[config.mk]
export PLATFORM = sky130hd
export DESIGN_NAME = lehmer_random_range_generator
export DESIGN_NICKNAME = d
export VERILOG_FILES = /design/src/rtl/lrrg_pkg.sv /design/src/rtl/lehmer_random_range_generator.sv
export SDC_FILE = /design/constraint.sdc
export NUM_CORES = 2
export LEC_CHECK = 0
export BUFFER_PORTS_ARGS = -buffer_cell sky130_fd_sc_hd__buf_4
export CORE_UTILIZATION = 55
export CTS_CLUSTER_DIAMETER = 60
export DETAILED_ROUTE_END_ITERATION = 10
export HOLD_SLACK_MARGIN = 0.06
export PLACE_DENSITY = 0.75
export SETUP_SLACK_MARGIN = 0.5
export SLEW_MARGIN = 20
export SYNTH_ARGS = -nofsm -noshare
export SYNTH_HDL_FRONTEND = slang
export SYNTH_SLANG_ARGS = --single-unit
export TNS_END_PERCENT = 10
[constraint.sdc]
create_clock -name clk -period 15.8 [get_ports clk]
set_input_delay 3.16 -clock clk [delete_from_list [all_inputs] [get_ports clk]]
set_output_delay 3.16 -clock clk [all_outputs]
set_load 0.01 [all_outputs]
[src/rtl/lrrg_pkg.sv]
// Package for the Lehmer random range generator.
// Holds the operation codes and the fixed arithmetic constants; no dependencies.
package lrrg_pkg;

  // Operation codes carried on the opcode field.
  localparam logic [1:0] OP_RESEED   = 2'd0;
  localparam logic [1:0] OP_FRACTION = 2'd1;
  localparam logic [1:0] OP_INTEGER  = 2'd2;
  localparam logic [1:0] OP_COIN     = 2'd3;

  // Modulus 2^31-1 and the minimal-standard multiplier.
  localparam logic [30:0] LCG_MOD = 31'h7FFF_FFFF;
  localparam logic [31:0] LCG_MUL = 32'd48271;

  // Half of (M-1): the divisor 2^30-1 after the common factor of two is taken out.
  localparam logic [29:0] DIV_D = 30'h3FFF_FFFF;

  // One half in Q0.31.
  localparam logic [30:0] HALF_Q31 = 31'h4000_0000;

endpackage

[src/rtl/lehmer_random_range_generator.sv]
// Lehmer random range generator, top level and only module.
// Depends on lrrg_pkg for operation codes and arithmetic constants.
//
// Usage: a request enters on in_valid/in_stall and is taken at a clock edge
// with in_valid high and in_stall low. The opcode selects reseed, fraction,
// bounded integer or coin. Each request yields exactly one result on
// out_valid/out_stall, held in an output register until the receiver takes it.
// A single 31x32 multiplier is reused under a small sequencer,
// so the block works on one request at a time and raises in_stall meanwhile.
// From acceptance to the result register, a reseed passes through the seed
// and done states; fraction and coin draws add the multiply and reduce states
// in between. The integer draw adds a second pass through the multiplier and
// the divide-by-(2^30-1) folding loop, which sets the worst case. The next
// request is taken in the cycle after the result is loaded. A new request
// is taken as soon as the previous result sits in the output register, even
// while the receiver stalls it; the next result then waits in the sequencer
// until the output register frees up. Reset clears the generator state to
// zero, which means unseeded: the next draw seeds itself from the entropy
// field.
module lehmer_random_range_generator (
  input  logic        clk,
  input  logic        rst,
  input  logic        in_valid,
  output logic        in_stall,
  input  logic [1:0]  opcode,
  input  logic [31:0] seed_value,
  input  logic [31:0] entropy,
  input  logic [31:0] bound_a,
  input  logic [31:0] bound_b,
  output logic        out_valid,
  input  logic        out_stall,
  output logic [30:0] state_out,
  output logic [30:0] fraction,
  output logic [31:0] int_result,
  output logic        coin
);
  import lrrg_pkg::*;

  // Sequencer states.
  localparam logic [2:0] S_IDLE = 3'd0;
  localparam logic [2:0] S_SEED = 3'd1;
  localparam logic [2:0] S_MUL1 = 3'd2;
  localparam logic [2:0] S_RED  = 3'd3;
  localparam logic [2:0] S_MUL2 = 3'd4;
  localparam logic [2:0] S_DIV  = 3'd5;
  localparam logic [2:0] S_DONE = 3'd6;

  logic [2:0]  state;
  logic [30:0] gen_state;

  // Captured request.
  logic [1:0]  op;
  logic [31:0] seed;
  logic [31:0] ent;
  logic [31:0] bnd_a;
  logic [31:0] bnd_b;

  // Working registers.
  logic [30:0] t;      // state being advanced, then t-1
  logic [31:0] lo;     // smaller bound
  logic [32:0] span;   // hi - lo + 1, up to 2^32
  logic [62:0] prod;   // registered multiplier result
  logic [61:0] x;      // dividend being folded
  logic [32:0] q;      // running quotient
  logic [30:0] frac;
  logic [31:0] ires;

  // Reseed: reduce the signed seed into [0, M-1].
  logic [32:0] seed_plus_m;
  logic [30:0] reseed_val;
  always_comb begin
    seed_plus_m = {seed[31], seed} + {2'b00, LCG_MOD};
    if (!seed[31]) begin
      reseed_val = (seed[30:0] == LCG_MOD) ? 31'd0 : seed[30:0];
    end else if (seed_plus_m[32]) begin
      // Only the most negative seed lands here: it needs a second M.
      reseed_val = LCG_MOD - 31'd1;
    end else begin
      reseed_val = seed_plus_m[30:0];
    end
  end

  // Entropy mod M: fold bit 31 onto the low 31 bits, then one subtract.
  logic [31:0] ent_fold;
  logic [30:0] ent_mod;
  always_comb begin
    ent_fold = {31'd0, ent[31]} + {1'b0, ent[30:0]};
    if (ent_fold >= {1'b0, LCG_MOD}) begin
      ent_mod = 31'(ent_fold - {1'b0, LCG_MOD});
    end else begin
      ent_mod = ent_fold[30:0];
    end
  end

  // Bound ordering and span.
  logic        a_lt_b;
  logic [31:0] lo_sel;
  logic [31:0] hi_sel;
  logic [32:0] span_calc;
  always_comb begin
    a_lt_b    = $signed(bnd_a) < $signed(bnd_b);
    lo_sel    = a_lt_b ? bnd_a : bnd_b;
    hi_sel    = a_lt_b ? bnd_b : bnd_a;
    span_calc = {hi_sel[31], hi_sel} - {lo_sel[31], lo_sel} + 33'd1;
  end

  // Shared multiplier.
  logic [30:0] mul_a;
  logic [31:0] mul_b;
  logic [62:0] mul_p;
  always_comb begin
    mul_a = t;
    mul_b = (state == S_MUL2) ? span[31:0] : LCG_MUL;
    mul_p = 63'(mul_a) * 63'(mul_b);
  end

  // Mersenne reduction of t*48271 (below 2^47).
  logic [31:0] red_sum;
  logic [30:0] t_new;
  logic [30:0] tm1;
  always_comb begin
    red_sum = {16'd0, prod[46:31]} + {1'b0, prod[30:0]};
    if (red_sum >= {1'b0, LCG_MOD}) begin
      t_new = 31'(red_sum - {1'b0, LCG_MOD});
    end else begin
      t_new = red_sum[30:0];
    end
    tm1 = (t_new == 31'd0) ? 31'd0 : t_new - 31'd1;
  end

  // Division by 2^30-1: x = h*2^30 + l = h*D + (h + l), so fold until h is zero.
  logic [31:0] x_hi;
  logic [29:0] x_lo;
  logic [32:0] off;
  always_comb begin
    x_hi = x[61:30];
    x_lo = x[29:0];
    off  = q + {32'd0, (x_lo == DIV_D)};
  end

  logic out_free;
  assign out_free = !out_valid || !out_stall;
  assign in_stall = (state != S_IDLE);

  always_ff @(posedge clk) begin
    if (rst) begin
      state     <= S_IDLE;
      gen_state <= '0;
      out_valid <= 1'b0;
    end else begin
      // A taken result frees the output register unless a new one is loaded now.
      if (out_valid && !out_stall && (state != S_DONE)) begin
        out_valid <= 1'b0;
      end
      unique case (state)
        S_IDLE: begin
          if (in_valid) begin
            op    <= opcode;
            seed  <= seed_value;
            ent   <= entropy;
            bnd_a <= bound_a;
            bnd_b <= bound_b;
            state <= S_SEED;
          end
        end
        S_SEED: begin
          lo   <= lo_sel;
          span <= span_calc;
          ires <= '0;
          if (op == OP_RESEED) begin
            gen_state <= reseed_val;
            frac      <= '0;
            state     <= S_DONE;
          end else begin
            t     <= (gen_state == 31'd0) ? ent_mod : gen_state;
            state <= S_MUL1;
          end
        end
        S_MUL1: begin
          prod  <= mul_p;
          state <= S_RED;
        end
        S_RED: begin
          gen_state <= t_new;
          t         <= tm1;
          // (t-1)*2^31/(M-1) = (t-1) + floor((t-1)/(2^30-1)), which is 0 or 1.
          frac      <= tm1 + {30'd0, (tm1 >= {1'b0, DIV_D})};
          state     <= (op == OP_INTEGER) ? S_MUL2 : S_DONE;
        end
        S_MUL2: begin
          // A span of exactly 2^32 is a shift rather than a multiply.
          if (span[32]) begin
            x <= {t, 31'd0};
          end else begin
            x <= mul_p[62:1];
          end
          q     <= '0;
          state <= S_DIV;
        end
        S_DIV: begin
          if (x_hi != 32'd0) begin
            q <= q + {1'b0, x_hi};
            x <= {30'd0, x_hi} + {32'd0, x_lo};
          end else begin
            ires  <= lo + off[31:0];
            state <= S_DONE;
          end
        end
        S_DONE: begin
          if (out_free) begin
            state_out  <= gen_state;
            fraction   <= frac;
            int_result <= ires;
            coin       <= (op == OP_COIN) && (frac < HALF_Q31);
            out_valid  <= 1'b1;
            state      <= S_IDLE;
          end
        end
        default: begin
          state <= S_IDLE;
        end
      endcase
    end
  end

endmodule

# [After elaboration in Yosys (flattened, before gate mapping)]
# Cells that the tools add are included.
[classes] add_sub_neg=13 n_mul=1 n_lt_le_gt_ge=5 n_eq_ne=17 muxes=32 bitwise=1 reduce_logical=25
[op_table] operator="31-bit two-way mux" count=10
[op_table] operator="31-bit one-hot mux with 2 select lines" count=3
[op_table] operator="32-bit two-way mux" count=4
[op_table] operator="62-bit two-way mux" count=2
[op_table] operator="62-bit one-hot mux with 2 select lines" count=1
[op_table] operator="33-bit one-hot mux with 2 select lines" count=1
[op_table] operator="32-bit by 31-bit greater-or-equal comparator with 1-bit output (second input constant)" count=2
[op_table] operator="32-bit one-hot mux with 2 select lines" count=1
[op_table] operator="31-bit by 32-bit multiplier with 63-bit output" count=1
[op_table] operator="31-bit logical NOT" count=2
[op_table] operator="31-bit subtractor (second input constant)" count=2
[op_table] operator="32-bit by 30-bit adder with 33-bit output" count=1
[op_table] operator="32-bit by 32-bit adder with 33-bit output (second input constant)" count=1
[op_table] operator="33-bit by 1-bit adder with 33-bit output (second input constant)" count=1
[op_table] operator="33-bit by 32-bit adder with 33-bit output" count=1
[op_table] operator="33-bit two-way mux" count=1
[op_table] operator="32-bit by 32-bit subtractor with 33-bit output" count=1
[op_table] operator="1-bit by 31-bit adder with 32-bit output" count=1
[op_table] operator="16-bit by 31-bit adder with 32-bit output" count=1
[op_table] operator="32-bit by 1-bit adder with 32-bit output" count=1
[op_table] operator="32-bit adder" count=1
[op_table] operator="32-bit less-than comparator" count=1
[op_table] operator="32-bit nonzero test" count=1
[op_table] operator="31-bit by 1-bit adder with 31-bit output" count=1
[op_table] operator="25 further kinds" count=52
[word_totals] ff_bits=561 in_bits=134 output_inout_bits=97 word_cells=114

# [Depth between registers and ports, before layout]
[logic_depth] depth_word=8 mapped_depth=39 mapped_depth_nobuf=37

# [Worst setup path before layout]
# No wires, ideal clock.
[synth_path] path_type="input to register" from="input rst" to="register bnd_a[0] (enable)" setup_ps=778 arrival_time_ps=12078 required_ps=15022 setup_slack_ps=2944 cell_stages=3 n_path_buf=0 path_cell_list="nor2_1 nand2_1 nor3_1"
[synth_between] elab_chain_len=2
[synth_lines] element="start: declaration" line_no="lehmer_random_range_generator.sv:22" rtl="input logic rst,"
[synth_lines] element="1-bit NOT (no source line)"
[synth_lines] element="3-bit AND reduction (no source line)"
[synth_lines] element="end signal: assignment" line_no="lehmer_random_range_generator.sv:161" rtl="bnd_a <= bound_a;"
[synth_lines] element="end: declaration" line_no="lehmer_random_range_generator.sv:55" rtl="logic [31:0] bnd_a;"
# Every way passes these cells.
# A chain may end at the register's enable or synchronous reset.

# [Worst setup path after layout]
[layout_path] from="register state[2]" to="register x[61] (data pin)"
[layout_between] elab_chain_len=5 elab_cells_between_ends=6 cone_classes="1 x mul; 2 x eq/ne; 3 x mux"
[layout_lines] element="start: declaration" line_no="lehmer_random_range_generator.sv:48" rtl="logic [2:0] state;"
[layout_lines] element="start signal: assignment" line_no="lehmer_random_range_generator.sv:188" rtl="state <= (op == OP_INTEGER) ? S_MUL2 : S_DONE;"
[layout_lines] element="3-bit equality test" line_no="lehmer_random_range_generator.sv:113, lehmer_random_range_generator.sv:155"
[layout_lines] element="32-bit two-way mux" line_no="lehmer_random_range_generator.sv:113" rtl="mul_b = (state == S_MUL2) ? span[31:0] : LCG_MUL;"
[layout_lines] element="31-bit by 32-bit multiplier with 63-bit output" line_no="lehmer_random_range_generator.sv:114" rtl="mul_p = 63'(mul_a) * 63'(mul_b);"
[layout_lines] element="62-bit two-way mux" line_no="lehmer_random_range_generator.sv:192" rtl="if (span[32]) begin"
[layout_lines] element="62-bit one-hot mux with 2 select lines (*)" line_no="lehmer_random_range_generator.sv:155" rtl="unique case (state)"
[layout_lines] element="end signal: assignment" line_no="lehmer_random_range_generator.sv:193" rtl="x <= {t, 31'd0};"
[layout_lines] element="end signal: assignment" line_no="lehmer_random_range_generator.sv:195" rtl="x <= mul_p[62:1];"
[layout_lines] element="end signal: assignment" line_no="lehmer_random_range_generator.sv:203" rtl="x <= {30'd0, x_hi} + {32'd0, x_lo};"
[layout_lines] element="end: declaration" line_no="lehmer_random_range_generator.sv:63" rtl="logic [61:0] x;"
# Mark *: on every way between the ends. The rest lies on a longest branch, timed or not.

==> run_results.csv <==
group,metric,value,unit
sta,setup_viol,0,
sta,hold_viol,0,
detailed_routing,initialDrtViolationCount,5213,
synth,yosys_warnings,0,
clock_tree,cts_buffers,49,
synth,synth_top_area_cell,"fa_1",
finish,fillCellCount,9486,
die,row_count,124,
sta,period_share,74.8,%
setup_path,critPathTopFamily,"adder cells",
die,initial_core_util,55.6,%
setup_path,reg2reg_to,"x[61]",
global_route,grt-ovfl-total,0,
synth,ys_seq_elements,560,
setup_path,slowest_delay,0.80,ns
clock_tree,cts_resized,0,
sta,slew_viol_final,0,
sta,fin_crit,11.82,ns
clock_tree,cts_tree,"built",
sta,tightest_slew,1.13,ns
synth,synth.avg_cell_area,9.66,µm²
setup_path,crit_buf_inv,6,
detailed_routing,firstDrtPassIters,6,
synth,synth_edf_count,525,
synth,seq_area_frac_synth,25.8,%
finish,layout_common_cells,"inv_1, nand2_1, fa_1, edfxtp_1, ha_1",
synth,synth_cell_types,103,
finish,drive_above_1_share,7.38,%
synth,syn_nets,8045,
placement,finalWeightedCongestion,0.995,
detailed_routing,vias_per_cell,6.14,
finish,multi_input_area,42600,µm²
clock_tree,holdBufCountCts,0,
detailed_routing,post-route-drc-count,0,
worst_hold_path,hp-class,"reg -> reg",
finish,final_common_cell,"inv_1",
synth,yosys.area_share.simple,17.4,%
detailed_routing,ant_nets,0,
finish,seq_area,16500,µm²
setup_path,required,16.14,ns
setup_path,crit_fanout,177,
clock_tree,clockBufferDepth,3,
sta,timing.setup.tns,0,ns
synth,synth_flop_cell,"edfxtp_1",
global_route,grt_start_max_net_pins,178,
setup_path,r2r_start,"state[2]",
setup_path,r2r_setup_slack,3.98,ns
synth,yosys.area_share.adder,35.9,%
sta,slew-limit-headroom,24.2,%
synth,async_flop_share,0,%
global_route,grt_pass1_wl,300000,µm
placement,portBuffers,230,
synth,synthMuxAreaShare,0.386,%
synth,synthTopCellsByArea,"fa_1, edfxtp_1, ha_1, inv_1, nand2_1",
setup_path,reg2reg_depth,35,
run_status,status,"finished, final reports clean",
clock_tree,clk_pin_slew,0.07,ns
setup_path,crit_type,"reg -> reg",
clock_tree,clk_latency,0.63,ns
synth,synth_top_family_by_area,"adder cells",
synth,synthXorXnorAreaFrac,3.95,%
finish,num-nets-final,8098,
synth,synth_top_cell_area_share,27.4,%
setup_path,cp_common_cell,"fa_1",
setup_path,setup.worst_path.start,"state[2]",
sta,fmax,84.6,MHz
detailed_routing,wl,195000,µm
die,pin_count,231,
setup_path,arrival,12.15,ns
global_route,antenna_found_initial,15,
clock_tree,clock-sinks,560,
placement,dpl.hpwl,145000,µm
global_route,first_global_vias,51300,
worst_hold_path,holdPathStages,0,
die,coreArea,115000,µm²
synth,netlist_instances,6603,
clock_tree,postCtsSetupRepairBufs,0,
die,fp.dieH,343,µm
die,die_x,343,µm
die,dieArea,117000,µm²
worst_hold_path,hold_end,"fraction[3]",
detailed_routing,wl_per_cell,23.8,µm
sta,rsz0062_at_grt,"no",
worst_hold_path,hold_path.startpoint,"frac[3]",
job,maxCapViolations,0,
synth,synth-compound-area-share,8.99,%
global_route,track_usage,33.6,%
setup_path,slowest_stage,"and2_1",
synth,syn_area,63800,µm²
clock_tree,clockRootBuffer,"clkbuf_16",
setup_path,crit_path_end_kind,"flip-flop",
setup_path,critPathLaunchType,"flip-flop",
finish,synthToLayoutAreaGrowth,7.84,%
clock_tree,ctsHtreeMaxLevel,2,
sta,clock_skew,0.0201,ns
detailed_routing,via_count,50500,
-- cells in the mapped netlist, types with 35 or more instances --
cell      instances
nand4_1          61
nand3_1          92
a21o_1           75
nand2_1         910
edfxtp_1        525
clkbuf_1        311
o21ai_0         202
xnor2_1         181
nor2_1          322
ha_1            436
fa_1            872
dfxtp_1          35
nand2b_1         39
inv_1           939
and2_1          211
nor3_1          112
nor4_1           49
xor2_1          100
a21oi_1         246
a211oi_1         50
or3_1            51
and3_1          291
-- state kept, by name, indices dropped and copies added, names as in the netlist, 31 cells and up --
name,count
prod,47
ires,32
mul_a,31
bnd_a,32
lo,32
state_out,31
frac,31
span,33
fraction,31
int_result,32
bnd_b,32
seed,32
gen_state,31
x,62
q,32
ent,32
-- routing by layer --
metal / vias to the layer above / GRT usage [%] / routed length, µm
li1: 22000 / - / -
met1: 25000 / 44.7 / 74900
met2: 2894 / 52.5 / 87900
met3: 601 / 8.08 / 22400
met4: 8 / 14.6 / 9990
met5: - / 0 / 86
-- cell type report --
class	count	share of cell area (%)
clock buffer	55	1.88
multi-input combinational	4773	61.9
antenna	11	0.0400
tap	1512	2.75
clock inverter	36	0.702
timing repair buffer	331	3.63
sequential	560	23.9
inverter	941	5.14
-- worst max-delay path by stage --
stage / to / slack [ns] / cells after the start
6_report: x[61] / 3.98 / 35
5_1_grt: x[59] / 3.48 / 35
4_1_cts: x[61] / 4.01 / 35
3_5_place_dp: x[61] / 4.05 / 33
3_3_place_gp: x[61] / 4.39 / 35
2_1_floorplan: bnd_a[0] / 2.94 / 3
-- worst reg2reg max path, delay by kind of cell, from the launching register on --
kind | cells | cell delay, ns
and+or+nand+nor | 8 | 2.75
adders and majority gates | 9 | 4.25
xor gates and xnor gates | 1 | 0.18
buffers and inverters | 6 | 0.76
DFF | 1 | 0.61
AOI/OAI and AO/OA | 11 | 3.00
-- through the flow --
step           setup WS (ns)  instance area, µm²  util (%)  cells  hold slack [ns]
5_1_grt                 3.48               68800      60.0   8210            0.425
3_3_place_gp            4.39               67000      58.4   8117            0.403
6_report                3.98               68800      60.0   8219            0.419
4_1_cts                 4.01               68800      60.0   8208            0.420
3_5_place_dp            4.05               67000      58.4   8117            0.405
2_1_floorplan           2.94               63800         -   6603            0.400
-- cell families after synthesis --
logic type / after synthesis
adder cells (fa/ha/maj): 1308
multiplexers: 24
XOR/XNOR: 284
flip-flops: 560
AO/OA/AOI/OAI: 882
AND/OR/NAND/NOR: 2275
buffers and inverters: 1270
Power is not shown: default switching activity piles up to over one toggle a cycle in this logic, so the estimate is an artifact.
